[src/hdl/bits_pkg.sv]
`timescale 1ns / 1ps

package bits_pkg;

  localparam int unsigned POS_W  = 24;
  localparam int unsigned PWR_W  = 17;
  localparam int unsigned INV_W  = 33;
  localparam int unsigned S_W    = 33;
  localparam int unsigned DISP_W = 43;
  localparam int unsigned C_W    = 44;
  localparam int unsigned OP_W   = 32;
  localparam int unsigned PROD_W = 64;
  localparam int unsigned SQ_W   = 31;
  localparam int unsigned TIME_W = 7;

  localparam logic [PWR_W-1:0] ONE_Q16 = 17'h10000;
  localparam logic signed [C_W-1:0] POS_MAX = 44'sd8388607;
  localparam logic signed [C_W-1:0] POS_MIN = -44'sd8388608;

  localparam logic [1:0] CFG_DECAY  = 2'd0;
  localparam logic [1:0] CFG_RADIUS = 2'd1;
  localparam logic [1:0] CFG_SPEED  = 2'd2;

  typedef enum logic [4:0] {
    ST_IDLE,
    ST_D0, ST_D1, ST_D2, ST_D3, ST_D4, ST_D5, ST_D6,
    ST_D7, ST_D8, ST_D9, ST_D10, ST_D11, ST_D12, ST_D13,
    ST_SQ0, ST_SQ1,
    ST_LOWRD, ST_LOWGET,
    ST_PMRD, ST_PMMUL, ST_PMRND,
    ST_LOOP, ST_OUT
  } state_e;

  typedef enum logic [2:0] {
    MD_TEST0,
    MD_TEST1,
    MD_DOUBLE,
    MD_BISECT,
    MD_EMIT
  } mode_e;

endpackage

[src/hdl/ball_intercept_time_search.sv]
`timescale 1ns / 1ps

// Ball intercept time search.
// Configuration: cfg_we_i / cfg_idx_i / cfg_data_i write decay (0), reach radius (1)
// or top speed (2); the user must write only while busy is low (not enforced by the
// block). A decay write starts a reciprocal divide, during which busy stays high.
// Command: a beat is taken when start is high and busy is low; ball, velocity and
// player positions are sampled then. busy stays high until the result is formed.
// Result: done_o is high for exactly one cycle with intercept_time_o, intercept_x_o
// and intercept_y_o; the receiver cannot stall, so the result must be taken then.
// Search: each reach test steps through ST_D0 to ST_D13 on the one shared 32x32
// multiplier; the count of tests an item makes is set by the doubling and bisection
// phases. One item is in flight at a time.
// Reset: registers return to their defaults and the reciprocal is formed
// again (busy high meanwhile) before the first beat is taken.
module ball_intercept_time_search #(
  parameter int unsigned SEARCH_LEVELS = 8
) (
  input  logic               clk_i,
  input  logic               rst_ni,
  input  logic               cfg_we_i,
  input  logic [1:0]         cfg_idx_i,
  input  logic [23:0]        cfg_data_i,
  input  logic               start,
  output logic               busy,
  input  logic signed [23:0] ball_x_i,
  input  logic signed [23:0] ball_y_i,
  input  logic signed [23:0] ball_vel_x_i,
  input  logic signed [23:0] ball_vel_y_i,
  input  logic signed [23:0] player_x_i,
  input  logic signed [23:0] player_y_i,
  output logic               done_o,
  output logic [6:0]         intercept_time_o,
  output logic signed [23:0] intercept_x_o,
  output logic signed [23:0] intercept_y_o
);

  localparam int unsigned TW = SEARCH_LEVELS - 1;
  localparam int unsigned IW = $clog2(SEARCH_LEVELS + 1);
  localparam int unsigned AW = $clog2(SEARCH_LEVELS);
  localparam int unsigned RW = SEARCH_LEVELS + 23;
  localparam int unsigned KW = $clog2(RW);
  localparam int unsigned PW = bits_pkg::PWR_W;
  localparam int unsigned CW = bits_pkg::C_W;
  localparam int unsigned DW = bits_pkg::DISP_W;

  bits_pkg::state_e state_q, state_d;
  bits_pkg::mode_e  mode_q;

  logic [IW-1:0] i_q, j_q;
  logic          pend_q, done_q;

  logic [15:0]        decay_q;
  logic signed [23:0] radius_q;
  logic [22:0]        speed_q;

  logic signed [23:0] bx_q, by_q, vx_q, vy_q, px_q, py_q;
  logic [PW-1:0] p_q, low_pw_q, mid_pw_q, high_pw_q;
  logic [TW-1:0] t_q, low_st_q, mid_st_q, high_st_q;

  logic [bits_pkg::PROD_W-1:0] prod_q, acc_q;
  logic [bits_pkg::S_W-1:0]    s_q;
  logic signed [RW-1:0]        reach_q;
  logic signed [DW-1:0]        dx_q, dy_q;
  logic [CW-1:0]               ax_q, ay_q;
  logic [bits_pkg::SQ_W-1:0]   axs_q, ays_q, rs_q;
  logic                        miss_q;

  logic [6:0]         time_q;
  logic signed [23:0] ox_q, oy_q;

  logic [bits_pkg::OP_W-1:0]   mul_a, mul_b;
  logic [bits_pkg::PROD_W-1:0] mul_p;
  logic                        ram_we;
  logic [AW-1:0]               ram_waddr, ram_raddr;
  logic [15:0]                 ram_wdata, ram_rdata;
  logic                        div_start, div_busy;
  logic [bits_pkg::INV_W-1:0]  inv;

  logic [PW-1:0]        g, sq_rnd;
  logic [23:0]          vxa, vya;
  logic [bits_pkg::PROD_W-1:0] wide_sum;
  logic                 hit, accept, limit;
  logic signed [RW-1:0] rad_ext;
  logic [RW-2:0]        r_mag;
  logic [KW-1:0]        k;
  logic signed [CW-1:0] cx, cy, ex, ey;

  function automatic logic [TW-1:0] step_of(input logic [IW-1:0] n);
    step_of = (n == '0) ? '0 : (TW'(1) << (n - IW'(1)));
  endfunction

  function automatic logic signed [DW-1:0] rnd16(input logic [63:0] mag, input logic neg);
    logic [63:0] r;
    r = (mag + 64'd32768) >> 16;
    rnd16 = neg ? -DW'(r) : DW'(r);
  endfunction

  function automatic logic [23:0] sat(input logic signed [CW-1:0] v);
    logic signed [CW-1:0] c;
    c = v;
    if (c > bits_pkg::POS_MAX) c = bits_pkg::POS_MAX;
    if (c < bits_pkg::POS_MIN) c = bits_pkg::POS_MIN;
    sat = c[23:0];
  endfunction

  bits_recip u_recip (
    .clk_i   (clk_i),
    .rst_ni  (rst_ni),
    .start_i (div_start),
    .gap_i   (bits_pkg::ONE_Q16 - PW'(decay_q)),
    .busy_o  (div_busy),
    .recip_o (inv)
  );

  bits_ram #(
    .WIDTH (16),
    .DEPTH (SEARCH_LEVELS)
  ) u_pow_ram (
    .clk_i   (clk_i),
    .we_i    (ram_we),
    .waddr_i (ram_waddr),
    .wdata_i (ram_wdata),
    .raddr_i (ram_raddr),
    .rdata_o (ram_rdata)
  );

  assign mul_p  = mul_a * mul_b;
  assign busy   = (state_q != bits_pkg::ST_IDLE) || pend_q || div_busy;
  assign accept = start && !busy;
  assign div_start = pend_q && !div_busy && (state_q == bits_pkg::ST_IDLE);

  assign g        = bits_pkg::ONE_Q16 - p_q;
  assign vxa      = vx_q[23] ? 24'(-vx_q) : 24'(vx_q);
  assign vya      = vy_q[23] ? 24'(-vy_q) : 24'(vy_q);
  assign wide_sum = acc_q + (prod_q << 17);
  assign sq_rnd   = PW'((prod_q + 64'd32768) >> 16);
  assign hit      = !miss_q && (acc_q <= prod_q);
  assign limit    = (32'(i_q) + 32'd1) >= SEARCH_LEVELS;
  assign rad_ext  = RW'(radius_q);
  assign r_mag    = reach_q[RW-2:0];
  assign cx       = CW'(bx_q) + CW'(dx_q) - CW'(px_q);
  assign cy       = CW'(by_q) + CW'(dy_q) - CW'(py_q);
  assign ex       = (mode_q == bits_pkg::MD_TEST1) ? CW'(bx_q) + CW'(vx_q)
                                                   : CW'(bx_q) + CW'(dx_q);
  assign ey       = (mode_q == bits_pkg::MD_TEST1) ? CW'(by_q) + CW'(vy_q)
                                                   : CW'(by_q) + CW'(dy_q);

  always_comb begin
    k = '0;
    for (int b = 31; b < int'(RW) - 1; b++) begin
      if (r_mag[b]) k = KW'(b - 30);
    end
  end

  always_comb begin
    state_d   = state_q;
    mul_a     = '0;
    mul_b     = '0;
    ram_we    = 1'b0;
    ram_waddr = i_q[AW-1:0];
    ram_wdata = sq_rnd[15:0];
    ram_raddr = i_q[AW-1:0];
    case (state_q)
      bits_pkg::ST_IDLE: begin
        if (accept) state_d = bits_pkg::ST_D0;
      end
      bits_pkg::ST_D0: begin
        mul_a = 32'(g); mul_b = 32'(inv[16:0]);
        state_d = bits_pkg::ST_D1;
      end
      bits_pkg::ST_D1: begin
        mul_a = 32'(g); mul_b = 32'(inv[32:17]);
        state_d = bits_pkg::ST_D2;
      end
      bits_pkg::ST_D2: begin
        mul_a = 32'(t_q); mul_b = 32'(speed_q);
        state_d = bits_pkg::ST_D3;
      end
      bits_pkg::ST_D3: begin
        mul_a = 32'(vxa); mul_b = 32'(s_q[16:0]);
        state_d = bits_pkg::ST_D4;
      end
      bits_pkg::ST_D4: begin
        mul_a = 32'(vxa); mul_b = 32'(s_q[32:17]);
        state_d = bits_pkg::ST_D5;
      end
      bits_pkg::ST_D5: begin
        mul_a = 32'(vya); mul_b = 32'(s_q[16:0]);
        state_d = bits_pkg::ST_D6;
      end
      bits_pkg::ST_D6: begin
        mul_a = 32'(vya); mul_b = 32'(s_q[32:17]);
        state_d = bits_pkg::ST_D7;
      end
      bits_pkg::ST_D7: begin
        state_d = (mode_q == bits_pkg::MD_EMIT) ? bits_pkg::ST_OUT : bits_pkg::ST_D8;
      end
      bits_pkg::ST_D8:  state_d = bits_pkg::ST_D9;
      bits_pkg::ST_D9:  state_d = bits_pkg::ST_D10;
      bits_pkg::ST_D10: begin
        mul_a = 32'(axs_q); mul_b = 32'(axs_q);
        state_d = bits_pkg::ST_D11;
      end
      bits_pkg::ST_D11: begin
        mul_a = 32'(ays_q); mul_b = 32'(ays_q);
        state_d = bits_pkg::ST_D12;
      end
      bits_pkg::ST_D12: begin
        mul_a = 32'(rs_q); mul_b = 32'(rs_q);
        state_d = bits_pkg::ST_D13;
      end
      bits_pkg::ST_D13: begin
        case (mode_q)
          bits_pkg::MD_TEST0: begin
            if (hit) begin
              state_d = bits_pkg::ST_OUT;
            end else begin
              ram_we    = 1'b1;
              ram_waddr = AW'(1);
              ram_wdata = decay_q;
              state_d   = bits_pkg::ST_D0;
            end
          end
          bits_pkg::MD_TEST1: state_d = hit ? bits_pkg::ST_OUT : bits_pkg::ST_SQ0;
          bits_pkg::MD_DOUBLE: begin
            if (hit) state_d = bits_pkg::ST_LOWRD;
            else     state_d = limit ? bits_pkg::ST_D0 : bits_pkg::ST_SQ0;
          end
          default: state_d = bits_pkg::ST_PMRD;
        endcase
      end
      bits_pkg::ST_SQ0: begin
        mul_a = 32'(p_q); mul_b = 32'(p_q);
        state_d = bits_pkg::ST_SQ1;
      end
      bits_pkg::ST_SQ1: begin
        ram_we  = 1'b1;
        state_d = bits_pkg::ST_D0;
      end
      bits_pkg::ST_LOWRD:  state_d = bits_pkg::ST_LOWGET;
      bits_pkg::ST_LOWGET: state_d = bits_pkg::ST_PMRD;
      bits_pkg::ST_PMRD: begin
        ram_raddr = j_q[AW-1:0];
        state_d   = bits_pkg::ST_PMMUL;
      end
      bits_pkg::ST_PMMUL: begin
        mul_a = 32'(low_pw_q);
        mul_b = (j_q == '0) ? 32'(bits_pkg::ONE_Q16) : 32'(ram_rdata);
        state_d = bits_pkg::ST_PMRND;
      end
      bits_pkg::ST_PMRND: state_d = bits_pkg::ST_LOOP;
      bits_pkg::ST_LOOP:  state_d = bits_pkg::ST_D0;
      bits_pkg::ST_OUT:   state_d = bits_pkg::ST_IDLE;
      default:            state_d = bits_pkg::ST_IDLE;
    endcase
  end

  always_ff @(posedge clk_i or negedge rst_ni) begin
    if (!rst_ni) begin
      state_q  <= bits_pkg::ST_IDLE;
      mode_q   <= bits_pkg::MD_TEST0;
      i_q      <= '0;
      j_q      <= '0;
      pend_q   <= 1'b1;
      done_q   <= 1'b0;
      decay_q  <= 16'd62259;
      radius_q <= 24'sd1638;
      speed_q  <= 23'd16384;
    end else begin
      state_q <= state_d;
      done_q  <= state_q == bits_pkg::ST_OUT;
      if (div_start) pend_q <= 1'b0;
      if (cfg_we_i) begin
        case (cfg_idx_i)
          bits_pkg::CFG_DECAY: begin
            decay_q <= cfg_data_i[15:0];
            pend_q  <= 1'b1;
          end
          bits_pkg::CFG_RADIUS: radius_q <= cfg_data_i;
          bits_pkg::CFG_SPEED:  speed_q  <= cfg_data_i[22:0];
          default: ;
        endcase
      end
      case (state_q)
        bits_pkg::ST_IDLE: if (accept) mode_q <= bits_pkg::MD_TEST0;
        bits_pkg::ST_D13: begin
          case (mode_q)
            bits_pkg::MD_TEST0: if (!hit) mode_q <= bits_pkg::MD_TEST1;
            bits_pkg::MD_TEST1: if (!hit) i_q <= IW'(2);
            bits_pkg::MD_DOUBLE: begin
              if (hit)        i_q    <= i_q - IW'(1);
              else if (limit) mode_q <= bits_pkg::MD_EMIT;
              else            i_q    <= i_q + IW'(1);
            end
            default: j_q <= i_q - IW'(2);
          endcase
        end
        bits_pkg::ST_SQ1:    mode_q <= bits_pkg::MD_DOUBLE;
        bits_pkg::ST_LOWGET: j_q    <= i_q - IW'(1);
        bits_pkg::ST_PMRND:  i_q    <= j_q + IW'(1);
        bits_pkg::ST_LOOP: begin
          mode_q <= (i_q > IW'(1)) ? bits_pkg::MD_BISECT : bits_pkg::MD_EMIT;
        end
        default: ;
      endcase
    end
  end

  always_ff @(posedge clk_i) begin
    prod_q <= mul_p;
    case (state_q)
      bits_pkg::ST_IDLE: begin
        if (accept) begin
          bx_q <= ball_x_i;     by_q <= ball_y_i;
          vx_q <= ball_vel_x_i; vy_q <= ball_vel_y_i;
          px_q <= player_x_i;   py_q <= player_y_i;
          p_q  <= bits_pkg::ONE_Q16;
          t_q  <= '0;
        end
      end
      bits_pkg::ST_D1:  acc_q <= prod_q;
      bits_pkg::ST_D2:  s_q <= bits_pkg::S_W'((wide_sum + 64'd32768) >> 16);
      bits_pkg::ST_D3:  reach_q <= $signed({1'b0, prod_q[RW-2:0]}) + rad_ext;
      bits_pkg::ST_D4:  acc_q <= prod_q;
      bits_pkg::ST_D5:  dx_q <= rnd16(wide_sum, vx_q[23]);
      bits_pkg::ST_D6:  acc_q <= prod_q;
      bits_pkg::ST_D7:  dy_q <= rnd16(wide_sum, vy_q[23]);
      bits_pkg::ST_D8: begin
        ax_q <= cx[CW-1] ? CW'(-cx) : CW'(cx);
        ay_q <= cy[CW-1] ? CW'(-cy) : CW'(cy);
      end
      bits_pkg::ST_D9: begin
        miss_q <= reach_q[RW-1] || (64'(ax_q) > 64'(r_mag)) || (64'(ay_q) > 64'(r_mag));
        axs_q  <= bits_pkg::SQ_W'(ax_q >> k);
        ays_q  <= bits_pkg::SQ_W'(ay_q >> k);
        rs_q   <= bits_pkg::SQ_W'(r_mag >> k);
      end
      bits_pkg::ST_D11: acc_q <= prod_q;
      bits_pkg::ST_D12: acc_q <= acc_q + prod_q;
      bits_pkg::ST_D13: begin
        case (mode_q)
          bits_pkg::MD_TEST0: begin
            if (!hit) begin
              p_q <= PW'(decay_q);
              t_q <= TW'(1);
            end
          end
          bits_pkg::MD_DOUBLE: begin
            if (hit) begin
              high_pw_q <= p_q;
              high_st_q <= t_q;
            end
          end
          bits_pkg::MD_BISECT: begin
            if (hit) begin
              high_pw_q <= mid_pw_q;
              high_st_q <= mid_st_q;
            end else begin
              low_pw_q <= mid_pw_q;
              low_st_q <= mid_st_q;
            end
          end
          default: ;
        endcase
      end
      bits_pkg::ST_SQ1: begin
        p_q <= sq_rnd;
        t_q <= step_of(i_q);
      end
      bits_pkg::ST_LOWGET: begin
        low_pw_q <= PW'(ram_rdata);
        low_st_q <= step_of(i_q);
      end
      bits_pkg::ST_PMRND: begin
        mid_pw_q <= sq_rnd;
        mid_st_q <= low_st_q + step_of(j_q);
      end
      bits_pkg::ST_LOOP: begin
        if (i_q > IW'(1)) begin
          p_q <= mid_pw_q;
          t_q <= mid_st_q;
        end else begin
          p_q <= high_pw_q;
          t_q <= high_st_q;
        end
      end
      bits_pkg::ST_OUT: begin
        time_q <= (32'(t_q) > 32'd127) ? 7'd127 : 7'(t_q);
        ox_q   <= sat(ex);
        oy_q   <= sat(ey);
      end
      default: ;
    endcase
  end

  assign done_o           = done_q;
  assign intercept_time_o = time_q;
  assign intercept_x_o    = ox_q;
  assign intercept_y_o    = oy_q;

  a_accept_runs: assert property (@(posedge clk_i) disable iff (!rst_ni)
    accept |=> (state_q == bits_pkg::ST_D0)) else $error("beat taken but no test started");

  a_done_idle: assert property (@(posedge clk_i) disable iff (!rst_ni)
    done_o |-> (state_q == bits_pkg::ST_IDLE)) else $error("result while searching");

  a_bisect_idx: assert property (@(posedge clk_i) disable iff (!rst_ni)
    (state_q == bits_pkg::ST_D0 && mode_q == bits_pkg::MD_BISECT) |-> (i_q > IW'(1)))
    else $error("bisect test with exhausted index");

  a_no_pend_busy: assert property (@(posedge clk_i) disable iff (!rst_ni)
    (state_q != bits_pkg::ST_IDLE) |-> !pend_q && !div_busy)
    else $error("search running on stale reciprocal");

endmodule

[src/hdl/bits_ram.sv]
`timescale 1ns / 1ps

module bits_ram #(
  parameter int unsigned WIDTH = 16,
  parameter int unsigned DEPTH = 8
) (
  input  logic                     clk_i,
  input  logic                     we_i,
  input  logic [$clog2(DEPTH)-1:0] waddr_i,
  input  logic [WIDTH-1:0]         wdata_i,
  input  logic [$clog2(DEPTH)-1:0] raddr_i,
  output logic [WIDTH-1:0]         rdata_o
);

  logic [WIDTH-1:0] mem [DEPTH];

  always_ff @(posedge clk_i) begin
    if (we_i) begin
      mem[waddr_i] <= wdata_i;
    end
    rdata_o <= mem[raddr_i];
  end

endmodule

[src/hdl/bits_recip.sv]
`timescale 1ns / 1ps

// restoring divide, one quotient bit per cycle: (2^32 + gap/2) / gap
module bits_recip (
  input  logic                           clk_i,
  input  logic                           rst_ni,
  input  logic                           start_i,
  input  logic [bits_pkg::PWR_W-1:0]     gap_i,
  output logic                           busy_o,
  output logic [bits_pkg::INV_W-1:0]     recip_o
);

  localparam int unsigned CW = $clog2(bits_pkg::INV_W + 1);
  localparam int unsigned INV_W = bits_pkg::INV_W;

  logic [CW-1:0]                cnt_q;
  logic [bits_pkg::PWR_W-1:0]   gap_q;
  logic [bits_pkg::PWR_W-1:0]   rem_q;
  logic [bits_pkg::INV_W-1:0]   num_q;
  logic [bits_pkg::INV_W-1:0]   quo_q;
  logic [bits_pkg::PWR_W:0]     rem_sh;
  logic                         fits;

  assign rem_sh  = {rem_q, num_q[bits_pkg::INV_W-1]};
  assign fits    = rem_sh >= {1'b0, gap_q};
  assign busy_o  = cnt_q != '0;
  assign recip_o = quo_q;

  always_ff @(posedge clk_i or negedge rst_ni) begin
    if (!rst_ni) begin
      cnt_q <= '0;
    end else if (start_i) begin
      cnt_q <= CW'(bits_pkg::INV_W);
    end else if (busy_o) begin
      cnt_q <= cnt_q - CW'(1);
    end
  end

  always_ff @(posedge clk_i) begin
    if (start_i) begin
      gap_q <= gap_i;
      rem_q <= '0;
      num_q <= (INV_W'(1) << 32) + INV_W'(gap_i >> 1);
      quo_q <= '0;
    end else if (busy_o) begin
      rem_q <= fits ? bits_pkg::PWR_W'(rem_sh - {1'b0, gap_q})
                    : bits_pkg::PWR_W'(rem_sh);
      num_q <= num_q << 1;
      quo_q <= {quo_q[bits_pkg::INV_W-2:0], fits};
    end
  end

  a_start_busy: assert property (@(posedge clk_i) disable iff (!rst_ni)
    start_i |=> busy_o) else $error("divider did not start");

endmodule
[config.mk]
export PLATFORM = sky130hd
export DESIGN_NAME = ball_intercept_time_search
export DESIGN_NICKNAME = d
export VERILOG_FILES = /design/src/hdl/bits_pkg.sv /design/src/hdl/ball_intercept_time_search.sv /design/src/hdl/bits_ram.sv /design/src/hdl/bits_recip.sv
export SDC_FILE = /design/constraint.sdc
export NUM_CORES = 2
export LEC_CHECK = 0
export ABC_AREA = 1
export BUFFER_PORTS_ARGS = -buffer_cell sky130_fd_sc_hd__buf_2
export CAP_MARGIN = 20
export CORE_MARGIN = 4
export CORE_UTILIZATION = 55
export DETAILED_ROUTE_END_ITERATION = 10
export GPL_ROUTABILITY_DRIVEN = 0
export PLACE_DENSITY = 0.78
export SYNTH_ARGS = -nofsm -noshare
export SYNTH_HDL_FRONTEND = slang
export SYNTH_HIERARCHICAL = 1
export SYNTH_SLANG_ARGS = --single-unit
[constraint.sdc]
create_clock -name clk_i -period 10.43 [get_ports clk_i]
set_input_delay 3.129 -clock clk_i [delete_from_list [all_inputs] [get_ports clk_i]]
set_output_delay 3.129 -clock clk_i [all_outputs]
set_load 0.02 [all_outputs]
# After elaboration in Yosys (flattened, before gate mapping)

Memories as Yosys holds them, arrays and structs flattened. A register that Yosys moved wholly into a read port is not among the register bits.
Index checks and enable logic that the tools add are counted.
Widths: inputs -> output; s select.

Register bits after elaboration: 941
RAM bits: 128
Input bits: 174
Word-level logic and storage cells: 254
Memories: 1

$add $sub $neg: 28
Multiply operators: 1
$lt $le $gt $ge: 10
Equal/unequal tests: 43
Shift-type cells: 2
Muxes and demuxes: 82
Reduce and logical (&&, ||, !) cells: 42

Memory list:

| memory        | depth | width | read ports | clocked after Yosys merged registers in | wr ports | RTL line       | text |
|---|---|---|---|---|---|---|---|
| u_pow_ram.mem | 8     | 16    | 1          | 1                                       | 1        | bits_ram.sv:15 | `logic [WIDTH-1:0] mem [DEPTH];` |

Operators with widths:

| cell                   | number |
|---|---|
| $pmux 31 s10           | 1 |
| $pmux 31 s9            | 1 |
| $mux 44                | 6 |
| $mux 43                | 4 |
| $mux 17                | 10 |
| $pmux 64 s2            | 1 |
| $pmux 5 s22            | 1 |
| $add 24x43->44         | 2 |
| $gt 44x24->1 const B   | 2 |
| $gt 44x30->1           | 2 |
| $lt 44x24->1 const B   | 2 |
| $neg 44->44            | 2 |
| $sub 44x24->44         | 2 |
| $mux 7                 | 10 |
| $pmux 17 s2            | 2 |
| $pmux 17 s4            | 1 |
| $mux 33                | 2 |
| $add 64x64->64         | 1 |
| $le 64x64->1           | 1 |
| $mul 32x32->64         | 1 |
| $add 59x16->59 const B | 1 |
| $add 59x59->59         | 1 |
| $add 24x24->25         | 2 |
| $mux 16                | 3 |
| other kinds (64)       | 147 |

# Logic depth before layout (Yosys ltp)

Depth after elaboration: 7
Mapped depth: 46

# By module

Netlist, hierarchy kept.

By module, submodules not included:

| module                     | instances | cells an instance | area an instance (um^2) |
|---|---|---|---|
| ball_intercept_time_search | 1         | 13327             | 99125.1 |
| bits_ram                   | 1         | 587               | 5989.5 |
| bits_recip                 | 1         | 654               | 5318.9 |

# Worst setup path after synthesis

OpenSTA, ideal clock, no wires.

Kind: in2reg
Start point: in start
End point: reg bx_q[0], enable pin
Data arrival time: 9105 ps
Data required time: 9780 ps
Slack: 675 ps
Stages on the path: 2
Buffers on the path: 0
Cell sequence: inv_1 nor2_1

Word-level cells in the longest chain between the ends: 2

Ends and longest elaborated chain:

| item                       | RTL line                          | text |
|---|---|---|
| from (decl)                | ball_intercept_time_search.sv:24  | `input logic start,` |
| $logic_and 1x1->1          | ball_intercept_time_search.sv:130 | `assign accept = start && !busy;` |
| $reduce_and 2->1 (no line) | n/a                               |  |
| to (signal assigned)       | ball_intercept_time_search.sv:315 | `bx_q <= ball_x_i; by_q <= ball_y_i;` |
| to (decl)                  | ball_intercept_time_search.sv:57  | `logic signed [23:0] bx_q, by_q, vx_q, vy_q, px_q, py_q;` |

Every way passes these cells.
A chain may end at the register's enable or synchronous reset.

# Final worst setup path

Start point: reg state_q[1]
End point: reg prod_q[59] (netlist bit)

Word-level cells in the longest chain between the ends: 4

Ends and longest elaborated chain:

| item                                               | RTL line                          | text |
|---|---|---|
| from (decl)                                        | ball_intercept_time_search.sv:47  | `bits_pkg::state_e state_q, state_d;` |
| from (signal assigned)                             | ball_intercept_time_search.sv:261 | `state_q <= bits_pkg::ST_IDLE;` |
| from (signal assigned)                             | ball_intercept_time_search.sv:271 | `state_q <= state_d;` |
| $eq 5x3->1 (tied with other cells)                 | ball_intercept_time_search.sv:164 | `case (state_q)` |
| $reduce_or 2->1 (no line)                          | n/a                               |  |
| $pmux 31 s10 / $pmux 31 s9 (equally long branches) | ball_intercept_time_search.sv:164 |  |
| $mul 32x32->64 *                                   | ball_intercept_time_search.sv:128 | `assign mul_p = mul_a * mul_b;` |
| net mul_p (one bit)                                | ball_intercept_time_search.sv:73  | `logic [bits_pkg::PROD_W-1:0] mul_p;` |
| to (signal assigned)                               | ball_intercept_time_search.sv:311 | `prod_q <= mul_p;` |
| to (decl)                                          | ball_intercept_time_search.sv:61  | `logic [bits_pkg::PROD_W-1:0] prod_q, acc_q;` |

Mark *: on every way through the listed nets, which the timed path passes. The rest lies on a longest branch.

==> out/results.tsv <==
stage	metric	value	unit
final_layout	fillerInstances	17500	
critical_path	crit_slowest_cell	fa_1	
detailed_routing	routed_wl	379000	um
timing	fin_crit	10.12	ns
global_routing	antenna_found_initial	24	
global_routing	grt_overflow	0	
critical_path	slowest_delay	0.58	ns
floorplan	rows	164	
synthesis	synthDistinctLibCells	80	
timing	fin_ws	0.309	ns
detailed_routing	drc_errors	13	
worst_hold_path	hold_path.class	flip-flop to flip-flop	
detailed_routing	vias	102000	
floorplan	core	200000	um2
clock_tree	root_buffer	clkbuf_16	
clock_tree	cts_buffer_depth	3	
timing	setup_violations	0	
clock_tree	cts_buffers	112	
global_routing	grt_pass1_wl	569000	um
final_layout	layout.nets	16600	
final_layout	multiInputGateArea	67300	um2
floorplan	dieArea	208000	um2
synthesis	ys_ff_latch	1085	
global_routing	top_usage_layer	met2	
critical_path	worst_ep_arrival_time	10.78	ns
detailed_routing	ant_nets	0	
critical_path	cp.required	11.09	ns
critical_path	critPathLaunchType	flip-flop	
status	violations	DRC	
global_routing	grt_max_degree	142	
synthesis	syn_avg_cell_area	7.58	um2
critical_path	r2r_cells	36	
clock_tree	clk_latency	0.81	ns
synthesis	synth_edf_count	868	
timing	rsz0062_at_grt	false	
synthesis	ys.flop_type	edfxtp_1	
detailed_routing	viasPerCell	5.80	
floorplan	chipHeight	456	um
synthesis	ys_warn_count	6	
global_routing	grt_pass1_vias	96700	
global_routing	met1_usage	45.0	%
timing	max_freq	98.8	MHz
worst_hold_path	hold_end	rs_q[26]	
critical_path	cp_common_cell	inv_1	
final_layout	syn_to_final_growth	7.87	%
detailed_routing	route.detailed.wl_per_inst	21.6	um
placement	portBuffers	230	
timing	worstMarginPinSlew	1.30	ns
global_routing	use_met3	12.7	%
final_layout	seqCellArea	30900	um2
floorplan	start_util	55.3	%
critical_path	cp_max_fo	24	
timing	skew	0.0896	ns
synthesis	synth_area	110000	um2
clock_tree	clk_pin_slew_worst_paths	0.06	ns
placement	hpwl	308000	um
timing	slew_violations	0	
critical_path	crit_family	adder cells	
timing	tns	0	ns
critical_path	timing.rr.end	prod_q[59]	
synthesis	postSynth.asyncResetShare	8.02	%
final_layout	finish.instance_area	119000	um2
floorplan	die_x	456	um
status	outcome	finished, violations left	
placement	place_ws	0.455	ns
timing	fin_crit_sh	97.0	%
critical_path	reg2reg_slack	0.31	ns
placement	placed_cell_area	115000	um2
worst_hold_path	whs_path_depth	0	
worst_hold_path	hold_start	reach_q[26]	
critical_path	worst-setup-path-type	flip-flop to flip-flop	
critical_path	end_kind	flip-flop	
floorplan	io_pins	231	
global_routing	grt_util_all_layers	35.6	%
clock_tree	clkSinkCount	1085	
detailed_routing	drtIter0Drc	13800	
global_routing	grtUsageMet2	51.6	%
synthesis	synth_cells	14600	
critical_path	r2r_start	state_q[1]	
final_layout	drive_above_1_share	6.16	%
timing	relSlewSlack	13.1	%
clock_tree	htree_num_levels	3	
synthesis	synthesis.nets	16400	
clock_tree	cts_tree	yes	
timing	finalHoldViolations	0	
run	maxCapViolCount	0	
synthesis	yosysSeqAreaShare	28.0	%
detailed_routing	dr.pass1.iters	11	
critical_path	cp_num_buf_inv	10	
-- flip-flops by register name, indices dropped and copies added, names as in the netlist, 33 cells and up --
signal and count:
u_pow_ram/mem 128, acc_q 64, prod_q 64, ax_q 44, ay_q 44, dx_q 43, dy_q 43, s_q 33
u_recip/num_q 33, u_recip/recip_o 33
-- cells in the final DEF (no fill, tap or decap), types with 19 or more instances in the layout --
cell type	n
a21boi_0	24
a21o_1	36
a21oi_1	683
a221oi_1	24
a22oi_1	37
a31oi_1	51
and2_1	29
buf_2	229
buf_4	202
clkbuf_1	19
clkbuf_16	115
clkinv_1	25
dfrtp_1	69
dfxtp_1	130
edfxtp_1	868
fa_1	849
ha_1	792
inv_1	2872
inv_2	35
nand2_1	4003
nand2_2	58
nand3_1	690
nand3b_1	35
nand4_1	214
nor2_1	1192
nor2_2	39
nor3_1	97
nor3_2	23
nor4_1	38
o211ai_1	31
o21ai_0	590
o21ai_1	45
o21bai_1	42
xnor2_1	96
xor2_1	270
-- cell type report --
| class | instances | share of cell area, % |
|---|---|---|
| diodes | 14 | 0.0294 |
| clock buffers | 140 | 2.52 |
| clock inverters | 72 | 0.660 |
| inverters | 2919 | 9.20 |
| multi-input cells | 10200 | 56.5 |
| flip-flops and latches | 1085 | 25.9 |
| well taps | 2656 | 2.79 |
| repair buffers | 441 | 2.37 |
-- layer usage --
| layer | up-vias | share of wire (%) |
|---|---|---|
| li1 | 46400 | - |
| met1 | 47300 | 36 |
| met2 | 6681 | 41 |
| met3 | 1500 | 15 |
| met4 | 12 | 8.5 |
| met5 | - | 0.023 |
-- how the worst max path moves through the flow --
stage / end / cells after the start / slack, ns / from
after floorplan: bx_q[0] / 2 / 0.68 / start
after global placement: prod_q[59] / 39 / 0.65 / vx_q[0]
after detailed placement: prod_q[59] / 39 / 0.45 / vx_q[0]
after CTS: prod_q[59] / 39 / 0.40 / vx_q[0]
after global routing: prod_q[59] / 36 / 0.0004 / state_q[1]
final: prod_q[59] / 36 / 0.31 / state_q[1]
-- through the flow --
step | util (%) | hold WS [ns] | std cells
floorplan | - | 0.417 | 14600
detailed placement | 57.7 | 0.444 | 17300
CTS | 59.6 | 0.447 | 17500
global placement | 57.6 | 0.434 | 17300
global route | 59.7 | 0.474 | 17600
finish | 59.7 | 0.466 | 17600
-- cells in the mapped netlist (18+ instances only) --
library cell / n / area share (%)
a22o_1: 18 / 0.14
and2_1: 29 / 0.16
o211ai_1: 31 / 0.21
nor2_1: 1205 / 4.1
edfxtp_1: 868 / 24
inv_1: 2873 / 9.8
nor3_1: 101 / 0.46
o21ai_0: 596 / 2.7
dfstp_2: 18 / 0.43
a21o_1: 36 / 0.24
nor3_2: 19 / 0.17
xnor2_1: 96 / 0.76
a21oi_1: 685 / 3.1
o21a_1: 18 / 0.12
a221oi_1: 24 / 0.19
clkbuf_1: 168 / 0.57
fa_1: 849 / 15
inv_2: 33 / 0.11
o21ai_1: 41 / 0.19
a31oi_1: 51 / 0.29
nand2_1: 4005 / 14
nand4_1: 214 / 1.2
nor2_2: 33 / 0.19
dfxtp_1: 130 / 2.4
a22oi_1: 37 / 0.25
nand3_1: 693 / 3.1
nand2_2: 56 / 0.32
ha_1: 792 / 9.0
nand3b_1: 35 / 0.24
a21boi_0: 24 / 0.16
nor4_1: 42 / 0.24
dfrtp_1: 69 / 1.6
buf_2: 116 / 0.53
xor2_1: 270 / 2.1
o21bai_1: 42 / 0.29
-- cells by family after synthesis --
group	count (synthesis)	synth area share [%]
buffers and inverters	3240	11.3
xor gates and xnor gates	383	3.15
adders and majority gates	1641	24.4
muxes	5	0.0465
AOI/OAI and AO/OA	1707	8.67
DFF	1085	28.0
and+or+nand+nor	6507	24.5
-- timing repair --
action	CTS	global route
gates resized for setup	0	8
hold buffers	0	0
endpoints found under the setup margin	0	12
endpoints found under the hold margin	0	0
buffers inserted	0	8
Power is not shown: default switching activity piles up to over one toggle a cycle in this logic, so the estimate is an artifact.
